File: src/sv/e2cd_pkg.sv
// ----------------------------------------------------------------------------
// e2cd_pkg
// Shared constants, types and helper functions for the epoch to calendar
// date converter.
// ----------------------------------------------------------------------------
package e2cd_pkg;

	localparam logic [31:0] SECS_LEAP_YEAR   = 32'd31622400;
	localparam logic [31:0] SECS_COMMON_YEAR = 32'd31536000;
	localparam logic [31:0] SECS_MONTH_31    = 32'd2678400;
	localparam logic [31:0] SECS_MONTH_30    = 32'd2592000;
	localparam logic [31:0] SECS_FEB_LEAP    = 32'd2505600;
	localparam logic [31:0] SECS_FEB_COMMON  = 32'd2419200;
	localparam logic [31:0] SECS_DAY         = 32'd86400;
	localparam logic [31:0] SECS_HOUR        = 32'd3600;
	localparam logic [31:0] SECS_MINUTE      = 32'd60;

	localparam logic [11:0] BASE_YEAR     = 12'd1970;
	// only century year in range that is not a leap year
	localparam logic [11:0] CENTURY_NOLEAP = 12'd2100;
	localparam logic [3:0]  FIRST_MONTH   = 4'd1;
	localparam logic [9:0]  MS_MAX        = 10'd999;

	// quotient widths
	localparam int DAY_QBITS  = 5;
	localparam int HOUR_QBITS = 5;
	localparam int MIN_QBITS  = 6;
	localparam int MS_QBITS   = 11;

	// floor(x / d) as (x * ceil(2^s / d)) >> s, exact over each operand range;
	// the power-of-two part of each divisor is shifted off x first
	localparam logic [14:0] DAY_RECIP  = 15'd24856; // 2^24 / 675, x = rem >> 7
	localparam logic [12:0] HOUR_RECIP = 13'd4661;  // 2^20 / 225, x = rem >> 4
	localparam logic [10:0] MIN_RECIP  = 11'd1093;  // 2^14 / 15,  x = rem >> 2
	localparam logic [16:0] MS_RECIP   = 17'd67109; // 2^23 / 125, x = usec >> 3
	localparam int DAY_RSH  = 24;
	localparam int HOUR_RSH = 20;
	localparam int MIN_RSH  = 14;
	localparam int MS_RSH   = 23;

	localparam logic [3:0] MON_FEB = 4'd2;
	localparam logic [3:0] MON_APR = 4'd4;
	localparam logic [3:0] MON_JUN = 4'd6;
	localparam logic [3:0] MON_SEP = 4'd9;
	localparam logic [3:0] MON_NOV = 4'd11;

	typedef enum logic [10:0] {
		ST_IDLE   = 11'b000_0000_0001,
		ST_YEAR   = 11'b000_0000_0010,
		ST_MONTH  = 11'b000_0000_0100,
		ST_DAY_Q  = 11'b000_0000_1000,
		ST_DAY_R  = 11'b000_0001_0000,
		ST_HOUR_Q = 11'b000_0010_0000,
		ST_HOUR_R = 11'b000_0100_0000,
		ST_MIN_Q  = 11'b000_1000_0000,
		ST_MIN_R  = 11'b001_0000_0000,
		ST_MSEC   = 11'b010_0000_0000,
		ST_DONE   = 11'b100_0000_0000
	} state_t;

	typedef enum logic [3:0] {
		OP_NONE,
		OP_LOAD,
		OP_YEAR,
		OP_MONTH,
		OP_DAY_Q,
		OP_DAY_R,
		OP_HOUR_Q,
		OP_HOUR_R,
		OP_MIN_Q,
		OP_MIN_R,
		OP_MSEC
	} op_t;

	typedef struct packed {
		op_t op;
	} cmd_t;

	typedef struct packed {
		logic ge;
	} sts_t;

	// year stays within 1970..2106, so the 400-year rule reduces to one exception
	function automatic logic is_leap(input logic [11:0] y);
		return (y[1:0] == 2'b00) && (y != CENTURY_NOLEAP);
	endfunction

	function automatic logic [31:0] month_len(input logic [3:0] m, input logic leap);
		logic [31:0] len;
		len = SECS_MONTH_31;
		if (m == MON_FEB)
			len = leap ? SECS_FEB_LEAP : SECS_FEB_COMMON;
		else if (m == MON_APR || m == MON_JUN || m == MON_SEP || m == MON_NOV)
			len = SECS_MONTH_30;
		return len;
	endfunction

endpackage

File: src/sv/e2cd_ctrl.sv
// ----------------------------------------------------------------------------
// e2cd_ctrl
// Sequencer: walks the year and month peeling loops, then the quotient and
// remainder steps for day, hour and minute, and the millisecond step.
// ----------------------------------------------------------------------------
module e2cd_ctrl (
	input  logic          clk,
	input  logic          arst_n,
	input  logic          start,
	input  e2cd_pkg::sts_t sts,
	output e2cd_pkg::cmd_t cmd,
	output logic          busy,
	output logic          done
);
	import e2cd_pkg::*;

	state_t state_q;

	always_ff @(posedge clk or negedge arst_n) begin
		if (!arst_n) begin
			state_q <= ST_IDLE;
		end else begin
			unique case (state_q)
				ST_IDLE: begin
					if (start)
						state_q <= ST_YEAR;
				end
				ST_YEAR: begin
					if (!sts.ge)
						state_q <= ST_MONTH;
				end
				ST_MONTH: begin
					if (!sts.ge)
						state_q <= ST_DAY_Q;
				end
				ST_DAY_Q:  state_q <= ST_DAY_R;
				ST_DAY_R:  state_q <= ST_HOUR_Q;
				ST_HOUR_Q: state_q <= ST_HOUR_R;
				ST_HOUR_R: state_q <= ST_MIN_Q;
				ST_MIN_Q:  state_q <= ST_MIN_R;
				ST_MIN_R:  state_q <= ST_MSEC;
				ST_MSEC:   state_q <= ST_DONE;
				ST_DONE:   state_q <= ST_IDLE;
				default: begin
					state_q <= ST_IDLE;
				end
			endcase
		end
	end

	always_comb begin
		unique case (state_q)
			ST_IDLE:   cmd.op = start ? OP_LOAD : OP_NONE;
			ST_YEAR:   cmd.op = OP_YEAR;
			ST_MONTH:  cmd.op = OP_MONTH;
			ST_DAY_Q:  cmd.op = OP_DAY_Q;
			ST_DAY_R:  cmd.op = OP_DAY_R;
			ST_HOUR_Q: cmd.op = OP_HOUR_Q;
			ST_HOUR_R: cmd.op = OP_HOUR_R;
			ST_MIN_Q:  cmd.op = OP_MIN_Q;
			ST_MIN_R:  cmd.op = OP_MIN_R;
			ST_MSEC:   cmd.op = OP_MSEC;
			default:   cmd.op = OP_NONE;
		endcase
	end

	assign busy = (state_q != ST_IDLE);
	assign done = (state_q == ST_DONE);

	a_start_busy: assert property (@(posedge clk) disable iff (!arst_n)
		start && !busy |=> busy && !done)
		else $error("accepted item did not start the sequence");

	a_done_pulse: assert property (@(posedge clk) disable iff (!arst_n)
		done |=> !busy && !done)
		else $error("done strobe longer than one cycle");

	a_state_onehot: assert property (@(posedge clk) disable iff (!arst_n)
		$onehot(state_q))
		else $error("state register not one-hot");

	a_msec_to_done: assert property (@(posedge clk) disable iff (!arst_n)
		(cmd.op == OP_MSEC) |=> done)
		else $error("millisecond step not followed by done");

endmodule

File: src/sv/e2cd_dp.sv
// ----------------------------------------------------------------------------
// e2cd_dp
// Datapath: zone offset register, offset and clamp at load, one shared
// compare-and-subtract unit for the peeling loops and the remainders, and
// reciprocal multiplies for the day, hour, minute and millisecond quotients.
// ----------------------------------------------------------------------------
module e2cd_dp (
	input  logic           clk,
	input  logic           arst_n,
	input  logic           cfg_we,
	input  logic [4:0]     cfg_wdata,
	input  e2cd_pkg::cmd_t cmd,
	output e2cd_pkg::sts_t sts,
	input  logic [31:0]    epoch_seconds,
	input  logic [19:0]    microseconds,
	output logic [11:0]    year,
	output logic [3:0]     month,
	output logic [4:0]     day,
	output logic [4:0]     hour,
	output logic [5:0]     minute,
	output logic [5:0]     second,
	output logic [9:0]     millisecond
);
	import e2cd_pkg::*;

	logic signed [4:0]  zone_q;
	logic [31:0]        rem_q;
	logic [19:0]        usec_q;
	logic [11:0]        year_q;
	logic [3:0]         month_q;
	logic [DAY_QBITS-1:0]  day_q;
	logic [HOUR_QBITS-1:0] hour_q;
	logic [MIN_QBITS-1:0]  min_q;
	logic [MS_QBITS-1:0]   ms_q;

	logic signed [33:0] adj;
	logic [31:0]        adj_sat;
	logic [31:0]        opnd;
	logic [32:0]        diff;

	logic [DAY_QBITS-1:0]  day_quo;
	logic [HOUR_QBITS-1:0] hour_quo;
	logic [MIN_QBITS-1:0]  min_quo;
	logic [MS_QBITS-1:0]   ms_quo;

	always_ff @(posedge clk or negedge arst_n) begin
		if (!arst_n)
			zone_q <= '0;
		else if (cfg_we)
			zone_q <= cfg_wdata;
	end

	// offset applied first, clamped to the unsigned 32-bit range
	always_comb begin
		adj = $signed({2'b00, epoch_seconds})
			+ 34'(zone_q) * $signed({2'b00, SECS_HOUR});
		if (adj[33])
			adj_sat = '0;
		else if (adj[32])
			adj_sat = '1;
		else
			adj_sat = adj[31:0];
	end

	// quotients; rem_q is below one month, one day or one hour at the step that uses it
	always_comb begin
		day_quo  = DAY_QBITS'(({15'd0, rem_q[21:7]} * {15'd0, DAY_RECIP}) >> DAY_RSH);
		hour_quo = HOUR_QBITS'(({13'd0, rem_q[16:4]} * {13'd0, HOUR_RECIP}) >> HOUR_RSH);
		min_quo  = MIN_QBITS'(({11'd0, rem_q[11:2]} * {10'd0, MIN_RECIP}) >> MIN_RSH);
		ms_quo   = MS_QBITS'(({17'd0, usec_q[19:3]} * {17'd0, MS_RECIP}) >> MS_RSH);
	end

	always_comb begin
		case (cmd.op)
			OP_YEAR:   opnd = is_leap(year_q) ? SECS_LEAP_YEAR : SECS_COMMON_YEAR;
			OP_MONTH:  opnd = month_len(month_q, is_leap(year_q));
			OP_DAY_R:  opnd = {27'd0, day_q} * SECS_DAY;
			OP_HOUR_R: opnd = {27'd0, hour_q} * SECS_HOUR;
			OP_MIN_R:  opnd = {26'd0, min_q} * SECS_MINUTE;
			default:   opnd = '0;
		endcase
		diff   = {1'b0, rem_q} - {1'b0, opnd};
		sts.ge = !diff[32];
	end

	always_ff @(posedge clk) begin
		case (cmd.op)
			OP_LOAD: begin
				rem_q   <= adj_sat;
				usec_q  <= microseconds;
				year_q  <= BASE_YEAR;
				month_q <= FIRST_MONTH;
				day_q   <= '0;
				hour_q  <= '0;
				min_q   <= '0;
				ms_q    <= '0;
			end
			OP_YEAR: begin
				if (sts.ge) begin
					rem_q  <= diff[31:0];
					year_q <= year_q + 1'b1;
				end
			end
			OP_MONTH: begin
				if (sts.ge) begin
					rem_q   <= diff[31:0];
					month_q <= month_q + 1'b1;
				end
			end
			OP_DAY_Q:  day_q  <= day_quo;
			OP_HOUR_Q: hour_q <= hour_quo;
			OP_MIN_Q:  min_q  <= min_quo;
			OP_DAY_R, OP_HOUR_R, OP_MIN_R: begin
				rem_q <= diff[31:0];
			end
			OP_MSEC:   ms_q   <= ms_quo;
			default: begin
			end
		endcase
	end

	assign year        = year_q;
	assign month       = month_q;
	assign day         = day_q + 1'b1;
	assign hour        = hour_q;
	assign minute      = min_q;
	assign second      = rem_q[5:0];
	// over-range microsecond input saturates here
	assign millisecond = (ms_q > MS_QBITS'(MS_MAX)) ? MS_MAX : ms_q[9:0];

endmodule

File: src/sv/epoch_to_calendar_date.sv
// ----------------------------------------------------------------------------
// epoch_to_calendar_date
// Converts Unix epoch seconds plus microseconds to a Gregorian date and time
// in a configured whole-hour zone.
// ----------------------------------------------------------------------------
// Pulse start while busy is low to hand over an item; busy stays high until
// the result has been shown. The result appears on the output ports for one
// cycle, flagged by done, and must be captured then: there is no holding it.
// Each item runs the year and month loops on the shared compare-and-subtract
// unit (one step per year or month peeled plus the step that stops the
// loop), then, for each of day, hour and minute, a reciprocal multiply and
// a subtract of the multiple, then the millisecond step and the done state.
// The next item can be taken in the cycle after done. The zone offset
// (cfg_wdata, signed hours) may only be written while busy is low.
module epoch_to_calendar_date (
	input  logic        clk,
	input  logic        arst_n,
	input  logic        cfg_we,
	input  logic [4:0]  cfg_wdata,
	input  logic        start,
	output logic        busy,
	input  logic [31:0] epoch_seconds,
	input  logic [19:0] microseconds,
	output logic        done,
	output logic [11:0] year,
	output logic [3:0]  month,
	output logic [4:0]  day,
	output logic [4:0]  hour,
	output logic [5:0]  minute,
	output logic [5:0]  second,
	output logic [9:0]  millisecond
);
	import e2cd_pkg::*;

	cmd_t cmd;
	sts_t sts;

	e2cd_ctrl u_ctrl (
		.clk    (clk),
		.arst_n (arst_n),
		.start  (start),
		.sts    (sts),
		.cmd    (cmd),
		.busy   (busy),
		.done   (done)
	);

	e2cd_dp u_dp (
		.clk           (clk),
		.arst_n        (arst_n),
		.cfg_we        (cfg_we),
		.cfg_wdata     (cfg_wdata),
		.cmd           (cmd),
		.sts           (sts),
		.epoch_seconds (epoch_seconds),
		.microseconds  (microseconds),
		.year          (year),
		.month         (month),
		.day           (day),
		.hour          (hour),
		.minute        (minute),
		.second        (second),
		.millisecond   (millisecond)
	);

endmodule

File: config.mk
export PLATFORM = sky130hd
export DESIGN_NAME = epoch_to_calendar_date
export DESIGN_NICKNAME = d
export VERILOG_FILES = /design/src/sv/e2cd_pkg.sv /design/src/sv/e2cd_ctrl.sv /design/src/sv/e2cd_dp.sv /design/src/sv/epoch_to_calendar_date.sv
export SDC_FILE = /design/constraint.sdc
export NUM_CORES = 1
export LEC_CHECK = 0
export ABC_AREA = 0
export CELL_PAD_IN_SITES_DETAIL_PLACEMENT = 1
export CELL_PAD_IN_SITES_GLOBAL_PLACEMENT = 2
export CORE_ASPECT_RATIO = 1.2
export CORE_UTILIZATION = 43
export CTS_CLUSTER_SIZE = 24
export DETAILED_ROUTE_END_ITERATION = 10
export DONT_BUFFER_PORTS = 1
export HOLD_SLACK_MARGIN = 0.05
export PLACE_DENSITY = 0.95
export SLEW_MARGIN = 0
export SYNTH_ARGS = -nofsm -noshare
export SYNTH_HDL_FRONTEND = slang
export SYNTH_SLANG_ARGS = --single-unit
File: constraint.sdc
create_clock -name clk -period 7.6 [get_ports clk]
set_input_delay 0 -clock clk [delete_from_list [all_inputs] [get_ports clk]]
set_output_delay 0 -clock clk [all_outputs]
set_load 0.02 [all_outputs]
==> impl_metrics.py <==
metrics = {
    "place": {
        "place_hpwl_mm": 41.1,
        "globalplace.congestion": 0.859,
        "dp.cells": 2440,
        "portBuffers": 0,
    },
    "timing": {
        "period_share_pct": 85.3,
        "fmax_mhz": 154,
        "slew_headroom_pct": 20.0,
        "finalSetupViolCount": 0,
        "fin_tns_setup_ns": 0,
        "slew_violations": 0,
        "fin_crit_ns": 6.48,
        "tightest_slew_ns": 1.20,
        "rsz0062_at_grt": "false",
        "hold_viol_final": 0,
        "clock_skew_ns": 0.0141,
    },
    "detailed_routing": {
        "post_drt_via_cell_ratio": 5.60,
        "wl_mm": 49.1,
        "drtPass1Iterations": 5,
        "drt_iter0_markers": 450,
        "post_drt_wl_per_cell_microns": 19.8,
        "remaining_drc_errors": 0,
        "ant_nets": 0,
        "vias": 13900,
    },
    "global_route": {
        "grt_pass1_vias": 15700,
        "grt_start_max_net_pins": 33,
        "overflow": 0,
        "antenna_found_initial": 4,
        "grt.total_usage_pct": 23.5,
        "grt_pass1_wl_mm": 79.3,
    },
    "worst_setup_path": {
        "cpMaxStageDelayCell": "dfrtp_1",
        "crit_family": "adder cells",
        "r2r_slack_ns": 1.12,
        "path_common_cell": "fa_1",
        "end_kind": "register",
        "crit_fanout": 32,
        "crit_type": "reg -> reg",
        "rr_startpoint": "u_dp.zone_q[4]",
        "critPathBufInv": 4,
        "rr_worst_depth": 22,
        "worstPathRequired_ns": 7.73,
        "crit_chain": "fa_1 > inv_1 > fa_1 > fa_1 > inv_1 > fa_1 > a21o_1 > a21oi_1 > o21ai_0 > o31ai_2 > buf_4 > ha_1 > a21o_1 > a21o_1 > a2111oi_0 > nand3_1 > nand3_1 > a211oi_1 > nor3_1 > nand3b_1 > buf_4 > o22ai_1",
        "crit-reg2reg-capture": "u_dp.rem_q[11]",
        "arrival_ns": 6.61,
        "startpoint_type": "register",
        "critPathMaxStageDelay_ns": 0.64,
    },
    "floorplanning": {
        "initial_utilization_pct": 43.6,
        "die_w_microns": 190,
        "dieArea_sq_mm": 0.0432,
        "die_h_microns": 227,
        "rows": 82,
        "core-area_sq_mm": 0.0418,
        "io_pins": 111,
    },
    "yosys": {
        "yosysWarnings": 0,
        "ys_async_sr_fraction_pct": 14.8,
        "syn_area_sq_mm": 0.0182,
        "syn_nets": 2564,
        "yosysSeqAreaShare_pct": 17.4,
        "synthFlopType": "edfxtp_1",
        "synth_cell_types": 80,
        "synth_edf_count": 92,
        "syn_inst": 1915,
        "syn_avg_cell_area_sq_um": 9.51,
        "synth-seq-cells": 108,
    },
    "finish": {
        "fin_nets": 2583,
        "syn_to_final_growth_pct": 6.79,
        "drive_gt1_share_pct": 3.25,
        "instances_no_fill": 2487,
    },
    "clocking": {
        "tritoncts": "yes",
        "htreeDepth": 3,
        "clk_latency_ns": 0.40,
        "ctsResizeCount": 0,
        "cts_hold_buf": 29,
        "path_clk_slew_ns": 0.07,
        "clk_path_buf_depth": 2,
        "cts.sink_count": 108,
        "cts_buffers": 9,
        "post_cts.repair.setup_buffers": 0,
        "clockRootBuffer": "clkbuf_16",
    },
    "run": {
        "maxCapViolations": 0,
    },
    "min_path": {
        "hp-class": "in -> reg",
        "min_to": "u_dp.rem_q[4]",
        "worstHoldStart": "epoch_seconds[4]",
        "hold_path_depth": 3,
    },
    "status": {
        "outcome": "completed",
    },
}
-- final cells by class --
type	instances	area, sq um
antenna	2	5.00
clock buffer	10	239
clock inverter	6	93.8
fill	4731	22300
inverter	350	1310
multi-input combinational	1428	13600
sequential	108	3160
tap	546	683
timing repair buffer	37	350
-- how the worst max path moves through the flow --
stage	startpoint	end	slack (ns)	cells after the start
global route	u_dp.zone_q[4]	u_dp.rem_q[29]	0.66	22
CTS	u_dp.zone_q[4]	u_dp.rem_q[29]	1.09	22
global placement	u_dp.zone_q[4]	u_dp.rem_q[29]	1.28	22
finish	u_dp.zone_q[4]	u_dp.rem_q[11]	1.12	22
detailed placement	u_dp.zone_q[4]	u_dp.rem_q[29]	1.10	22
floorplan	u_dp.minute[0]	u_dp.rem_q[10]	1.32	23
-- sequential cells by signal (all words and copies together), names as in the netlist --
name	cells
u_dp.rem_q	32
u_dp.usec_q	17
u_dp.year	12
u_ctrl.state_q	11
u_dp.ms_q	11
u_dp.minute	6
u_dp.day_q	5
u_dp.hour	5
u_dp.zone_q	5
u_dp.month	4
-- synth_stat cells (all sizes together), types with 22 or more instances --
| cell type | instances | area share, % |
|---|---|---|
| o22ai | 24 | 0.86 |
| nor3 | 22 | 0.60 |
| fa | 129 | 14 |
| nand2 | 72 | 1.5 |
| nand3 | 32 | 0.88 |
| inv | 350 | 7.2 |
| xnor2 | 73 | 3.5 |
| nor2 | 123 | 2.5 |
| ha | 459 | 32 |
| a21oi | 91 | 2.5 |
| o21ai | 53 | 1.5 |
| xor2 | 35 | 1.7 |
| a21o | 59 | 2.4 |
| edfxtp | 92 | 15 |
-- through the flow --
step / setup WS, ns / cell area [sq um] / hold WS, ns / utilization (%)
2_1_floorplan: 1.32 / 18200 / -0.296 / -
3_3_place_gp: 1.28 / 18800 / -0.295 / 45.1
3_5_place_dp: 1.10 / 18800 / -0.295 / 45.1
4_1_cts: 1.09 / 19400 / 0.0630 / 46.6
5_1_grt: 0.663 / 19500 / 0.0861 / 46.6
6_report: 1.12 / 19500 / 0.103 / 46.6
-- logic make-up after synthesis --
| kind of cell | synth area share [%] |
|---|---|
| flops | 17.4 |
| fa+ha+maj | 45.7 |
| buf+inv | 8.09 |
| compound gates | 13.2 |
| simple gates | 10.1 |
| mux | 0.289 |
| xor+xnor | 5.19 |
-- worst register-to-register path: cells and delay by family, from the launching register on --
kind / cells / cell delay (ns)
AOI/OAI and AO/OA: 9 / 1.84
adders and majority gates: 5 / 2.29
and+or+nand+nor: 4 / 0.69
buffers and inverters: 4 / 0.76
DFF: 1 / 0.64
-- placed cells by master, fill, tap and decap left out, types with 15 or more instances in the layout --
cell | synthesis | layout
a21o_1 | 59 | 59
o21ai_0 | 49 | 48
nand2b_1 | 16 | 16
xnor2_1 | 73 | 73
xor2_1 | 35 | 35
nand2_1 | 71 | 71
inv_1 | 350 | 350
ha_1 | 459 | 459
nor3_1 | 22 | 22
edfxtp_1 | 92 | 92
dfrtp_1 | 15 | 15
and3_1 | 15 | 15
nor2_1 | 123 | 122
nand4_1 | 16 | 16
nand3_1 | 32 | 32
fa_1 | 129 | 129
dlygate4sd3_1 | 0 | 29
o22ai_1 | 23 | 23
a21oi_1 | 90 | 90
o21bai_1 | 16 | 16
-- routing by layer --
metal | share of wire, % | GRT usage, %
met2 | 54 | 45.6
met4 | 2.5 | 8.04
met3 | 3.1 | 2.88
met5 | 0.037 | 0
met1 | 40 | 26.1
Power is not shown: default switching activity piles up to over one toggle a cycle in this logic, so the estimate is an artifact.
